File: config.mk
export PLATFORM = sky130hd
export DESIGN_NAME = jpeg_header_dimension_scanner
export DESIGN_NICKNAME = d
export VERILOG_FILES = /design/src/jhds_pkg.sv /design/src/jpeg_header_dimension_scanner.sv
export SDC_FILE = /design/constraint.sdc
export NUM_CORES = 1
export LEC_CHECK = 0
export ABC_AREA = 1
export BUFFER_PORTS_ARGS = -buffer_cell sky130_fd_sc_hd__clkbuf_2
export CAP_MARGIN = 10
export CORE_MARGIN = 4
export CORE_UTILIZATION = 55
export CTS_BUF_LIST = sky130_fd_sc_hd__clkbuf_2 sky130_fd_sc_hd__clkbuf_4 sky130_fd_sc_hd__clkbuf_8
export CTS_CLUSTER_DIAMETER = 120
export DETAILED_ROUTE_END_ITERATION = 8
export PLACE_DENSITY = 0.81
export SLEW_MARGIN = 5
export SYNTH_ARGS = -nofsm -noshare
export SYNTH_HDL_FRONTEND = slang
export SYNTH_SLANG_ARGS = --single-unit
File: constraint.sdc
create_clock -name clk -period 20.7 [get_ports clk]
set_input_delay 3.105 -clock clk [delete_from_list [all_inputs] [get_ports clk]]
set_output_delay 3.105 -clock clk [all_outputs]
set_load 0.005 [all_outputs]
File: src/jhds_pkg.sv
package jhds_pkg;

  localparam int POSITION_BITS_DEF = 32;

  localparam logic [7:0] MARK_PREFIX = 8'hFF;
  localparam logic [7:0] MARK_SOI    = 8'hD8;
  localparam logic [7:0] MARK_SOF_LO = 8'hC0;
  localparam logic [7:0] MARK_SOF_HI = 8'hC2;

  localparam logic [7:0] UNIT_INCH = 8'd1;
  localparam logic [7:0] UNIT_CM   = 8'd2;

  localparam logic [23:0] DPI_DEFAULT = 24'd30000;

  typedef struct packed {
    logic [7:0] data_byte;
    logic       last_byte;
  } in_item_t;

  typedef struct packed {
    logic        found;
    logic [15:0] image_width;
    logic [15:0] image_height;
    logic [7:0]  components;
    logic [23:0] dpi_x_hundredths;
    logic [23:0] dpi_y_hundredths;
  } out_item_t;

  function automatic logic [23:0] to_hundredths(input logic [7:0] unit,
                                                input logic [15:0] density);
    logic [23:0] res;
    res = DPI_DEFAULT;
    if (unit == UNIT_INCH) begin
      res = 24'(density) * 24'd100;
    end else if (unit == UNIT_CM) begin
      res = 24'(density) * 24'd254;
    end
    return res;
  endfunction

endpackage

File: src/jpeg_header_dimension_scanner.sv
// channel  ports                          direction  item
// in       in_valid in_ready in_data      input      one file byte, last flag
// out      out_valid out_ready out_data   output     one result per file
//
// one byte per cycle while in_ready is high; when the last byte of a file
// is taken, its result is registered into the output register, or into the
// skid entry if the output register is still full; this two-entry output
// buffer lets bytes flow while a result waits; input stalls only when both entries are full
// rst_n synchronous, active low: scanner returns to the start of a file

module jpeg_header_dimension_scanner #(
  parameter int POSITION_BITS = jhds_pkg::POSITION_BITS_DEF
) (
  input  logic                clk,
  input  logic                rst_n,
  input  logic                in_valid,
  output logic                in_ready,
  input  jhds_pkg::in_item_t  in_data,
  output logic                out_valid,
  input  logic                out_ready,
  output jhds_pkg::out_item_t out_data
);
  import jhds_pkg::*;

  localparam int PB = POSITION_BITS;
  localparam logic [PB-1:0] POS_MAX = '1;

  typedef enum logic [2:0] {
    PH_START, PH_LEN_HI, PH_LEN_LO, PH_WAIT, PH_CODE, PH_FRAME, PH_DONE
  } phase_t;

  phase_t        phase_r, phase_nxt;
  logic [PB-1:0] pos_r, pos_nxt;
  logic [PB-1:0] marker_pos_r, marker_pos_nxt;
  logic [7:0]    len_hi_r, len_hi_nxt;
  logic [7:0]    unit_r, unit_nxt;
  logic [15:0]   dens_x_r, dens_x_nxt;
  logic [15:0]   dens_y_r, dens_y_nxt;
  logic [39:0]   frame_r, frame_nxt;
  logic [3:0]    frame_off_r, frame_off_nxt;
  logic          dens_ok_r, dens_ok_nxt;
  logic          found_r, found_nxt;

  logic          out_valid_r, skid_valid_r;
  out_item_t     out_data_r, skid_data_r;
  out_item_t     res;
  logic          in_fire, out_take, res_valid;
  logic [15:0]   seg_len;
  logic [PB:0]   reach;
  logic [7:0]    b;

  assign in_ready  = !skid_valid_r;
  assign in_fire   = in_valid && in_ready;
  assign out_valid = out_valid_r;
  assign out_data  = out_data_r;
  assign out_take  = out_valid_r && out_ready;
  assign res_valid = in_fire && in_data.last_byte;
  assign b         = in_data.data_byte;

  assign seg_len = {len_hi_r, b};
  assign reach   = {1'b0, pos_r} + (PB + 1)'(seg_len) + (PB + 1)'(8);

  always_comb begin
    phase_nxt      = phase_r;
    pos_nxt        = pos_r;
    marker_pos_nxt = marker_pos_r;
    len_hi_nxt     = len_hi_r;
    unit_nxt       = unit_r;
    dens_x_nxt     = dens_x_r;
    dens_y_nxt     = dens_y_r;
    frame_nxt      = frame_r;
    frame_off_nxt  = frame_off_r;
    dens_ok_nxt    = dens_ok_r;
    found_nxt      = found_r;

    if (pos_r == PB'(13)) begin
      unit_nxt = b;
    end else if (pos_r == PB'(14)) begin
      dens_x_nxt[15:8] = b;
    end else if (pos_r == PB'(15)) begin
      dens_x_nxt[7:0] = b;
    end else if (pos_r == PB'(16)) begin
      dens_y_nxt[15:8] = b;
    end else if (pos_r == PB'(17)) begin
      dens_y_nxt[7:0] = b;
      dens_ok_nxt     = 1'b1;
    end

    unique case (phase_r)
      PH_START: begin
        if (pos_r < PB'(3)) begin
          if (b != ((pos_r == PB'(1)) ? MARK_SOI : MARK_PREFIX)) phase_nxt = PH_DONE;
        end else begin
          phase_nxt = PH_LEN_HI;
        end
      end
      PH_LEN_HI: begin
        len_hi_nxt = b;
        phase_nxt  = PH_LEN_LO;
      end
      PH_LEN_LO: begin
        if (seg_len < 16'd2 || reach > {1'b0, POS_MAX}) begin
          phase_nxt = PH_DONE;
        end else begin
          marker_pos_nxt = pos_r + PB'(seg_len) - PB'(1);
          phase_nxt      = PH_WAIT;
        end
      end
      PH_WAIT: begin
        if (pos_r == marker_pos_r) begin
          phase_nxt = (b == MARK_PREFIX) ? PH_CODE : PH_DONE;
        end
      end
      PH_CODE: begin
        if (b >= MARK_SOF_LO && b <= MARK_SOF_HI) begin
          frame_off_nxt = 4'd2;
          phase_nxt     = PH_FRAME;
        end else begin
          phase_nxt = PH_LEN_HI;
        end
      end
      PH_FRAME: begin
        if (frame_off_r >= 4'd5) frame_nxt = {frame_r[31:0], b};
        if (frame_off_r >= 4'd9) begin
          found_nxt = 1'b1;
          phase_nxt = PH_DONE;
        end
        frame_off_nxt = frame_off_r + 4'd1;
      end
      PH_DONE: begin
      end
      default: phase_nxt = PH_DONE;
    endcase

    if (pos_r != POS_MAX) pos_nxt = pos_r + PB'(1);
  end

  always_comb begin
    res = '0;
    if (found_nxt && dens_ok_nxt) begin
      res.found            = 1'b1;
      res.image_width      = frame_nxt[23:8];
      res.image_height     = frame_nxt[39:24];
      res.components       = frame_nxt[7:0];
      res.dpi_x_hundredths = to_hundredths(unit_nxt, dens_x_nxt);
      res.dpi_y_hundredths = to_hundredths(unit_nxt, dens_y_nxt);
    end
  end

  always_ff @(posedge clk) begin
    if (!rst_n || res_valid) begin
      phase_r      <= PH_START;
      pos_r        <= '0;
      marker_pos_r <= '0;
      len_hi_r     <= '0;
      unit_r       <= '0;
      dens_x_r     <= '0;
      dens_y_r     <= '0;
      frame_r      <= '0;
      frame_off_r  <= '0;
      dens_ok_r    <= 1'b0;
      found_r      <= 1'b0;
    end else if (in_fire) begin
      phase_r      <= phase_nxt;
      pos_r        <= pos_nxt;
      marker_pos_r <= marker_pos_nxt;
      len_hi_r     <= len_hi_nxt;
      unit_r       <= unit_nxt;
      dens_x_r     <= dens_x_nxt;
      dens_y_r     <= dens_y_nxt;
      frame_r      <= frame_nxt;
      frame_off_r  <= frame_off_nxt;
      dens_ok_r    <= dens_ok_nxt;
      found_r      <= found_nxt;
    end
  end

  // output register with one skid entry behind it
  always_ff @(posedge clk) begin
    if (!rst_n) begin
      out_valid_r  <= 1'b0;
      skid_valid_r <= 1'b0;
    end else if (skid_valid_r) begin
      if (out_take) begin
        out_data_r   <= skid_data_r;
        skid_valid_r <= 1'b0;
      end
    end else if (res_valid) begin
      if (!out_valid_r || out_take) begin
        out_data_r  <= res;
        out_valid_r <= 1'b1;
      end else begin
        skid_data_r  <= res;
        skid_valid_r <= 1'b1;
      end
    end else if (out_take) begin
      out_valid_r <= 1'b0;
    end
  end

  a_skid_behind_out: assert property (@(posedge clk) disable iff (!rst_n)
    skid_valid_r |-> out_valid_r)
    else $error("skid entry held while output register empty");

  a_restart_after_last: assert property (@(posedge clk) disable iff (!rst_n)
    res_valid |=> (pos_r == '0 && phase_r == PH_START && !found_r))
    else $error("scanner did not restart after last byte");

  a_not_found_zero: assert property (@(posedge clk) disable iff (!rst_n)
    (out_valid_r && !out_data_r.found) |->
      (out_data_r.image_width == 16'd0 && out_data_r.image_height == 16'd0 &&
       out_data_r.components == 8'd0 && out_data_r.dpi_x_hundredths == 24'd0 &&
       out_data_r.dpi_y_hundredths == 24'd0))
    else $error("fields nonzero in a not-found result");

  a_done_sticks: assert property (@(posedge clk) disable iff (!rst_n)
    (phase_r == PH_DONE && in_fire && !in_data.last_byte) |=> phase_r == PH_DONE)
    else $error("walk left done phase inside a file");

  a_found_in_done: assert property (@(posedge clk) disable iff (!rst_n)
    found_r |-> phase_r == PH_DONE)
    else $error("frame found while walk still running");

endmodule

======== After elaboration in Yosys (flattened, before gate mapping) ========
Index checks and enable logic that the tools add are counted.
storage, ports and cells
  register bits ........................... 341
  input bits .............................. 13
  output and inout bits ................... 91
cells by class
  add/sub/neg operators ................... 6
  multipliers ............................. 4
  order comparisons ....................... 7
  eq/ne operators ......................... 24
  multiplexer cells ....................... 47
  bitwise logic cells ..................... 4
  reduce and logical (&&, ||, !) cells .... 24
operators by type and width
  kind                                                             number
  2-to-1 mux 89 bit                                                5
  == test 32 x 4 -> 1 bit, second input constant                   3
  2-to-1 mux 24 bit                                                4
  2-to-1 mux 40 bit                                                2
  == test 32 x 5 -> 1 bit, second input constant                   2
  2-to-1 mux 16 bit                                                4
  2-to-1 mux 8 bit                                                 7
  multiplier 16 x 7 -> 23 bit, second input constant               2
  multiplier 16 x 5 -> 21 bit, second input constant               2
  adder 32 x 16 -> 33 bit                                          1
  adder 33 x 4 -> 33 bit, second input constant                    1
  greater-than comparator 33 x 32 -> 1 bit, second input constant  1
  adder 32 x 1 -> 32 bit, second input constant                    1
  adder 32 x 16 -> 32 bit                                          1
  == test 32 x 1 -> 1 bit, second input constant                   1
  == test 32 bit                                                   1
  less-than comparator 32 x 2 -> 1 bit, second input constant      1
  != test 32 bit, second input constant                            1
  subtractor 32 x 1 -> 32 bit, second input constant               1
  one-hot mux 3 bit (7 select lines)                               1
  2-to-1 mux 3 bit                                                 6
  less-than comparator 16 x 2 -> 1 bit, second input constant      1
  2-to-1 mux 1 bit                                                 14
  == test 3 bit, second input constant                             3
  28 further kinds                                                 50

======== Depth between registers and ports, before layout ========
Gate-level depths: netlist (run 1).
  depth in word-level cells ............... 13
  gate-level depth with buffers ........... 38
  mapped depth without buffers ............ 38

======== Worst setup path before layout (run 1) ========
No wires, ideal clock.
  kind .................................... input to register
  start point ............................. in in_valid
  end point ............................... reg skid_data_r[10] (netlist name) (enable)
  setup time .............................. 0.747 ns
  data arrival time ....................... 11.651 ns
  path slack .............................. 8.302 ns
  cell stages on the path ................. 4
  path buffers ............................ 0
  cell sequence ........................... nand2_1 inv_1 nand2_1 nor4_1
on the way
  longest elaborated chain between the ends .. 3
ends and longest elaborated chain
  what                                  line                                  text
  start: declaration                    jpeg_header_dimension_scanner.sv:16   input logic in_valid,
  logical AND 1 bit                     jpeg_header_dimension_scanner.sv:53   assign in_fire = in_valid && in_ready;
  logical AND 1 bit                     jpeg_header_dimension_scanner.sv:57   assign res_valid = in_fire && in_data.last_byte;
  AND reduction 4 bit (no source line)  -
  end signal: assignment                jpeg_header_dimension_scanner.sv:193  skid_data_r <= res;
  end: declaration                      jpeg_header_dimension_scanner.sv:45   out_item_t out_data_r, skid_data_r;
Every way passes these cells.
A chain may end at the register's enable or synchronous reset.

======== Worst setup path after layout (run 1) ========
  start point ............................. in in_data[5] (netlist name)
  end point ............................... reg out_data_r, in the netlist out_data[47], data pin
on the way
  elaborated cells between the ends (all ways) .. 14
  classes of those cells .................. 1 x mul; 2 x eq/ne; 11 x mux
RTL lines
  what                         line                                  text
  start: declaration           jpeg_header_dimension_scanner.sv:18   input jhds_pkg::in_item_t in_data,
  2-to-1 mux 8 bit             jpeg_header_dimension_scanner.sv:78   end else if (pos_r == PB'(14)) begin
  2-to-1 mux 16 bit            jpeg_header_dimension_scanner.sv:76   if (pos_r == PB'(13)) begin
  via dens_x_nxt[12]           jpeg_header_dimension_scanner.sv:37   logic [15:0] dens_x_r, dens_x_nxt;
  multiplier 16 x 7 -> 23 bit  jhds_pkg.sv:36                        res = 24'(density) * 24'd254;
  2-to-1 mux 24 bit            jhds_pkg.sv:35                        end else if (unit == UNIT_CM) begin
  2-to-1 mux 24 bit            jhds_pkg.sv:33                        if (unit == UNIT_INCH) begin
  2-to-1 mux 89 bit            jpeg_header_dimension_scanner.sv:140  if (found_nxt && dens_ok_nxt) begin
  2-to-1 mux 89 bit            jpeg_header_dimension_scanner.sv:189  if (!out_valid_r || out_take) begin
  2-to-1 mux 89 bit            jpeg_header_dimension_scanner.sv:188  end else if (res_valid) begin
  2-to-1 mux 89 bit            jpeg_header_dimension_scanner.sv:183  end else if (skid_valid_r) begin
  end signal: assignment       jpeg_header_dimension_scanner.sv:185  out_data_r <= skid_data_r;
  end signal: assignment       jpeg_header_dimension_scanner.sv:190  out_data_r <= res;
  end: declaration             jpeg_header_dimension_scanner.sv:45
The timed path passes the listed nets, and every way through them passes these cells. The select of a mux whose other input is x is not followed.

==> results.md, run 1 <==
- Status: finished, final reports clean
- Synthesis Warnings: 0
- Area share of the largest cell type after synthesis: 0.1821
- Worst path max stage delay: 870 ps
- Total GRT Usage: 0.2723
- Cell Area, Synth: between 20000 and 30000 sq um
- CP delay by family, top: adder cells
- Worst relative slew slack: 0.2742
- Fin Setup TNS: 0 ps
- Longest Clk Path Bufs: 3
- Synth area leader: edfxtp_1
- Remaining DRCs: 0
- Critical Path Stages: 19
- Worst Path Max Fanout: 8
- Final #Nets: between 4000 and 5000
- Starting Density: 0.5571
- Synth unique cells: 47
- TritonCTS clock tree: done
- Antenna violations before repair: 2
- Crit path buf inv count: 5
- RSZ-0062 raised after global routing: false
- CP endpoint kind: flip-flop
- Leakage: ~16 nW
- R2R cell count: 25
- DRT antenna net count: 0
- Vias per cell: 5.424
- Total clock sinks: approximately 340
- Largest net degree at the start of global routing: 94
- Syn Inst Count: between 3000 and 4000
- Type of the worst setup path: in -> reg
- Num CTS Buffers: 57
- Seq/Total Area, Yosys: 0.2958
- Fin crit share: 0.4014
- Crit path launch type: primary input
- Vias in the first global route: 24603
- First-pass GRT wire length: 125.8 mm
- Min cycle time layout: 8308 ps
- Final Skew: 31.15 ps
- Top cells by area, synth: edfxtp_1 18%, nand2_1 13%, ha_1 13%
- Critical path arrival: 8840 ps
- DRT iter0 DRCs: ~2300
- CP Launch Point: in_data[5]
- Routed len/inst: 16.56 um
- Transition time of the tightest slew-check pin: 1077 ps
- #FFs+latches synth: 337
- Global route total overflow: 0
- Post-CTS Setup Bufs: 0
- Port bufs: ~100
- Synth Flop Type: edfxtp_1
- Maxcap violations: 0
- CP endpoint: out_data[47]$_DFFE_PP_
- Final Hold Fails: 0
- Mean post-synth cell area: between 7 and 8 sq um
- Die Area: 55890 sq um
- Fin cells: 4686
- Most frequent cells in the layout: 1008 x nand2_1, 707 x inv_1, 299 x nor2_1
- Area Growth Syn to Fin: 8.424%
- Die Height: 236.4 um
- Fillcell total: 4676
- Fin area: 31110 sq um
- Placed insts: 4580
- Commonest non-fill, non-tap cell in the layout: nand2_1
- HPWL after detailed placement: 58.28 mm
- CTS Hold Bufs: 0
- Vias: 25415
- Die Width: 236.4 um
- Dpl cell area: between 20000 and 30000 sq um
- Capturing point of the worst reg2reg path: out_data[47]$_DFFE_PP_
- Row cnt: 83
- Critical path required time: 21240 ps
- Share of cells above drive strength 1: 0.07089
- Clock Tree Root: clkbuf_8
- Ys async rst share: 0
- Clock-pin transition on the worst setup and hold timing paths: 70 ps
- CP max stage cell: o21ai_0
- Pre-Repair DR Iteration Count: 8
- Routability cong.: 0.9939
- Clk Latency, worst-skew pair: 700 ps
- I/O pin count: 104
- Post-synth EDFFs: 174
- Fmax: 120.4 MHz
- Pins over their slew limit: 0
- Hold Path Class: reg -> reg
- Core Box Area: 51510 sq um
- R2R Setup Slk: 12960 ps
- Routed WL: 77.58 mm
- Maximum vdd drop: 0.04955 mV
- Antenna Cells: 0
- H-tree depth: 2
- Final setup violation count: 0
- Post_cts resized: 0
- Fin Hold WS: 478.2 ps
- Crit path cell chain: clkbuf_2, o21ai_0, inv_1, fa_1, fa_1, inv_1, fa_1, fa_1, inv_1, ha_1, nand2_1, inv_1, nand3_1, nor3_1, nand4_1, nand3_1, xor2_1, nand2_1, a21oi_1
- Power Dens Cells: 63.47 nW/um^2
- Worst r2r src: pos_r[16]$_SDFFE_PP0P_
Yosys cell counts (2+ instances only):
library cell	instances
dfxtp_1	163
buf_1	7
a31oi_1	4
o211ai_1	47
nor3b_1	3
or2_0	2
buf_2	22
nor2_1	300
nand3b_1	33
nor4_1	9
edfxtp_1	174
o21ai_1	11
nand2_2	7
nor3_1	38
xnor2_1	31
o21bai_1	9
inv_1	710
o31ai_1	2
a21boi_0	4
ha_1	291
nand4_1	83
a21o_1	7
a21oi_1	237
o21ai_2	8
nand3_1	175
nor2_8	2
clkbuf_1	72
buf_4	11
nand2_4	2
nand2_1	1010
and3_1	12
or2_2	13
o21a_1	6
inv_2	6
nor2_2	6
fa_1	127
nor2_4	6
o21ai_0	164
and2_1	2
buf_6	5
xor2_1	61
where the power goes:
part,leakage (nW),internal (W),switching [W],total [W]
clock network,0.707,0.000420,0.000304,0.000724
logic,12.8,0.000180,0.000347,0.000527
registers,2.93,0.000715,0.00000940,0.000724
total,16.4,0.00131,0.000661,0.00197
cells by family after synthesis:
group           share of synthesized area
fa+ha+maj                          0.2155
other cells                     0.0001307
flops                              0.2958
xor+xnor                          0.02808
buf+inv                            0.1128
compound gates                    0.09567
simple gates                       0.2520
worst min-delay path by stage:
stage,startpoint,end,slack [ps],cells after the start
2_1_floorplan,dens_ok_r$_SDFFE_PP0P_,dens_ok_r$_SDFFE_PP0P_,440,2
3_3_place_gp,dens_ok_r$_SDFFE_PP0P_,dens_ok_r$_SDFFE_PP0P_,450,2
3_5_place_dp,dens_ok_r$_SDFFE_PP0P_,dens_ok_r$_SDFFE_PP0P_,460,2
4_1_cts,marker_pos_r[11]$_SDFFE_PP0P_,marker_pos_r[11]$_SDFFE_PP0P_,480,2
5_1_grt,marker_pos_r[13]$_SDFFE_PP0P_,marker_pos_r[13]$_SDFFE_PP0P_,510,2
6_report,dens_ok_r$_SDFFE_PP0P_,dens_ok_r$_SDFFE_PP0P_,480,2
worst register-to-register path: cells and delay by family (launching register included):
kind                       cells  cell delay, ps
and+or+nand+nor               10            2170
AOI/OAI and AO/OA              2            1100
buffers and inverters          6             930
adders and majority gates      6            2800
DFF                            1             430
xor gates and xnor gates       1             150
final cells by class:
cell class                 instances  area (sq um)  area share
clock buffer                      73         917.1     0.02948
sequential                       337          8489      0.2729
tap                              680         850.8     0.02735
clock inverter                    32         436.7     0.01404
multi-input combinational       2718         17000      0.5463
inverter                         717          2693     0.08654
timing repair buffer             129         728.2     0.02341
state kept, by name (all words and copies together), names as in the netlist:
register	count
len_hi_r	8
dens_x_r	16
found_r	1
pos_r	32
frame_off_r	4
out_data	87
marker_pos_r	32
dens_ok_r	1
phase_r	3
skid_data_r	87
frame_r	40
skid_valid_r	1
out_valid	1
unit_r	8
dens_y_r	16
routing by layer:
layer	up-vias	track usage	routed length (um)
met1	11727	0.3595	32890
met2	955	0.4556	36260
met5	-	0	11
li1	12529	-	-
met3	202	0.04455	5706
met4	2	0.09519	2722
metrics by stage:
step	power, W	worst slack [ps]	util
2_1_floorplan	0.001118	8302	-
3_3_place_gp	0.001250	11770	0.5773
3_5_place_dp	0.001256	11880	0.5773
4_1_cts	0.001981	12560	0.6036
5_1_grt	0.002086	12190	0.6040
6_report	0.001975	12390	0.6040
No activity file was read; power rests on OpenSTA's default activity.
==> run 2, diff against run 1 <==
--- a/config.mk
+++ b/config.mk
@@ -13,7 +13,7 @@
 export CTS_BUF_LIST = sky130_fd_sc_hd__clkbuf_2 sky130_fd_sc_hd__clkbuf_4 sky130_fd_sc_hd__clkbuf_8
 export CTS_CLUSTER_DIAMETER = 120
 export DETAILED_ROUTE_END_ITERATION = 8
-export PLACE_DENSITY = 0.81
+export PLACE_DENSITY = 0.84
 export SLEW_MARGIN = 5
 export SYNTH_ARGS = -nofsm -noshare
 export SYNTH_HDL_FRONTEND = slang
==> constraint.sdc (replaced) <==
create_clock -name clk -period 6.67 [get_ports clk]
set_input_delay 1.0005 -clock clk [delete_from_list [all_inputs] [get_ports clk]]
set_output_delay 1.0005 -clock clk [all_outputs]
set_load 0.005 [all_outputs]
==> results.md, run 2 (synthesis results as in run 1) <==
- Final setup violation count: 0
- First-pass GRT wire length: about 130 mm
- Clk Latency, worst-skew pair: ~700 ps
- Maxcap violations: 0
- Fillcell total: 4561
- Worst Path Max Fanout: 16
- Clock-pin transition on the worst setup and hold timing paths: roughly 70 ps
- Power Dens Cells: 196.3 nW/um^2
- Fin crit share: 0.9429
- Crit path launch type: flip-flop
- Pins over their slew limit: 0
- Vias per cell: between 5 and 6
- Share of cells above drive strength 1: 0.08808
- Final #Nets: 4435
- Port bufs: ~100
- Longest Clk Path Bufs: 3
- Fmax: 159.0 MHz
- DRT antenna net count: 0
- Worst relative slew slack: 0.2286
- Fin Setup TNS: 0 ps
- CP endpoint kind: flip-flop
- Vias: 25617
- Fin area: 31540 sq um
- Total GRT Usage: 0.2728
- Dpl cell area: 30040 sq um
- Final Hold Fails: 0
- Global route total overflow: 0
- Critical path required time: 7110 ps
- Pre-CTS WS: 214.7 ps
- CTS Hold Bufs: 0
- Routed WL: 77.64 mm
- Core Box Area: 51510 sq um
- Area Growth Syn to Fin: 9.902%
- Commonest non-fill, non-tap cell in the layout: nand2_1
- Starting Density: 0.5571
- Worst path max stage delay: 640 ps
- Vias in the first global route: between 20000 and 25000
- HPWL after detailed placement: 58.90 mm
- Maximum vdd drop: 0.1757 mV
- Die Area: 55890 sq um
- Final Skew: 35.22 ps
- Clock Tree Root: clkbuf_8
- Row cnt: 83
- Pre-Repair DR Iteration Count: 6
- I/O pin count: around 100
- Routability cong.: 0.9834
- Worst path most repeated cell: inv_1
- Total clock sinks: ~340
- Antenna violations before repair: 0
- Tot Pwr: 0.006189 W
- Hold Path Class: reg -> reg
- Die Height: 236.4 um
- Die Width: 236.4 um
- Routed len/inst: 16.40 um
- Type of the worst setup path: reg -> reg
- CP max stage cell: fa_1
- TritonCTS clock tree: done
- Critical path arrival: 6730 ps
- Transition time of the tightest slew-check pin: 1154 ps
- Leakage: 16.62 nW
- H-tree depth: 2
- Remaining DRCs: 0
- Most frequent cells in the layout: 1007 x nand2_1, 699 x inv_1, 298 x nor2_1
- Largest net degree at the start of global routing: 86
- DRT iter0 DRCs: 2619
- PnR worst setup slack: 380.7 ps
- Min cycle time layout: 6289 ps
- Status: finished, final reports clean
- Num CTS Buffers: 59
## run 2: final cells by class
class                           instances  area (sq um)  area share
Inverter                              717          2693     0.08538
Antenna cell                            1         2.502  0.00007935
Tap cell                              680         850.8     0.02698
Sequential cell                       337          8494      0.2694
Multi-Input combinational cell       2719         17050      0.5408
Timing Repair Buffer                  170          1023     0.03245
Clock inverter                         22         320.3     0.01016
Clock buffer                           88          1099     0.03483
## run 2: report_power, final
group          switching [W]  total [W]  internal [W]
logic                0.00108    0.00165      0.000567
registers          0.0000296    0.00225       0.00222
clock network       0.000951    0.00229       0.00134
## run 2: repair_timing
item / in CTS / in global routing
endpoints found under the hold margin: 0 / 0
buffers inserted: 0 / 3
endpoints found under the setup margin: 0 / 56
gates resized for setup: 0 / 29
## run 2: per-stage QoR
stage,hold WS [ps],util,instances
2_1_floorplan,441.1,-,3889
3_3_place_gp,452.5,0.5832,4619
3_5_place_dp,460.2,0.5832,4619
4_1_cts,475.5,0.6107,4729
5_1_grt,506.8,0.6122,4733
6_report,475.6,0.6122,4734
## run 2: worst max-delay path, delay by kind of cell, from the launching register on
family | cells | cell delay, ps
flip-flops | 1 | 360
adder cells (fa/ha/maj) | 6 | 2750
AO/OA/AOI/OAI | 2 | 570
buffers and inverters | 6 | 740
AND/OR/NAND/NOR | 14 | 1580
## run 2: per-layer routing
layer,global-route usage,wire [um],up-vias
met5,0,0,-
met4,0.09713,2882,0
met3,0.04431,5783,187
met2,0.4568,36300,971
met1,0.3593,32670,11825
li1,-,-,12634
## run 2: path summary, 6_finish.rpt
check	startpoint	endpoint	slack [ps]	cells after the start
setup reg to reg	pos_r[18]$_SDFFE_PP0P_	out_data[19]$_DFFE_PP_	380	28
hold reg to reg	dens_ok_r$_SDFFE_PP0P_	dens_ok_r$_SDFFE_PP0P_	480	2
setup / recovery	pos_r[18]$_SDFFE_PP0P_	out_data[19]$_DFFE_PP_	380	28
hold / removal	dens_ok_r$_SDFFE_PP0P_	dens_ok_r$_SDFFE_PP0P_	480	2
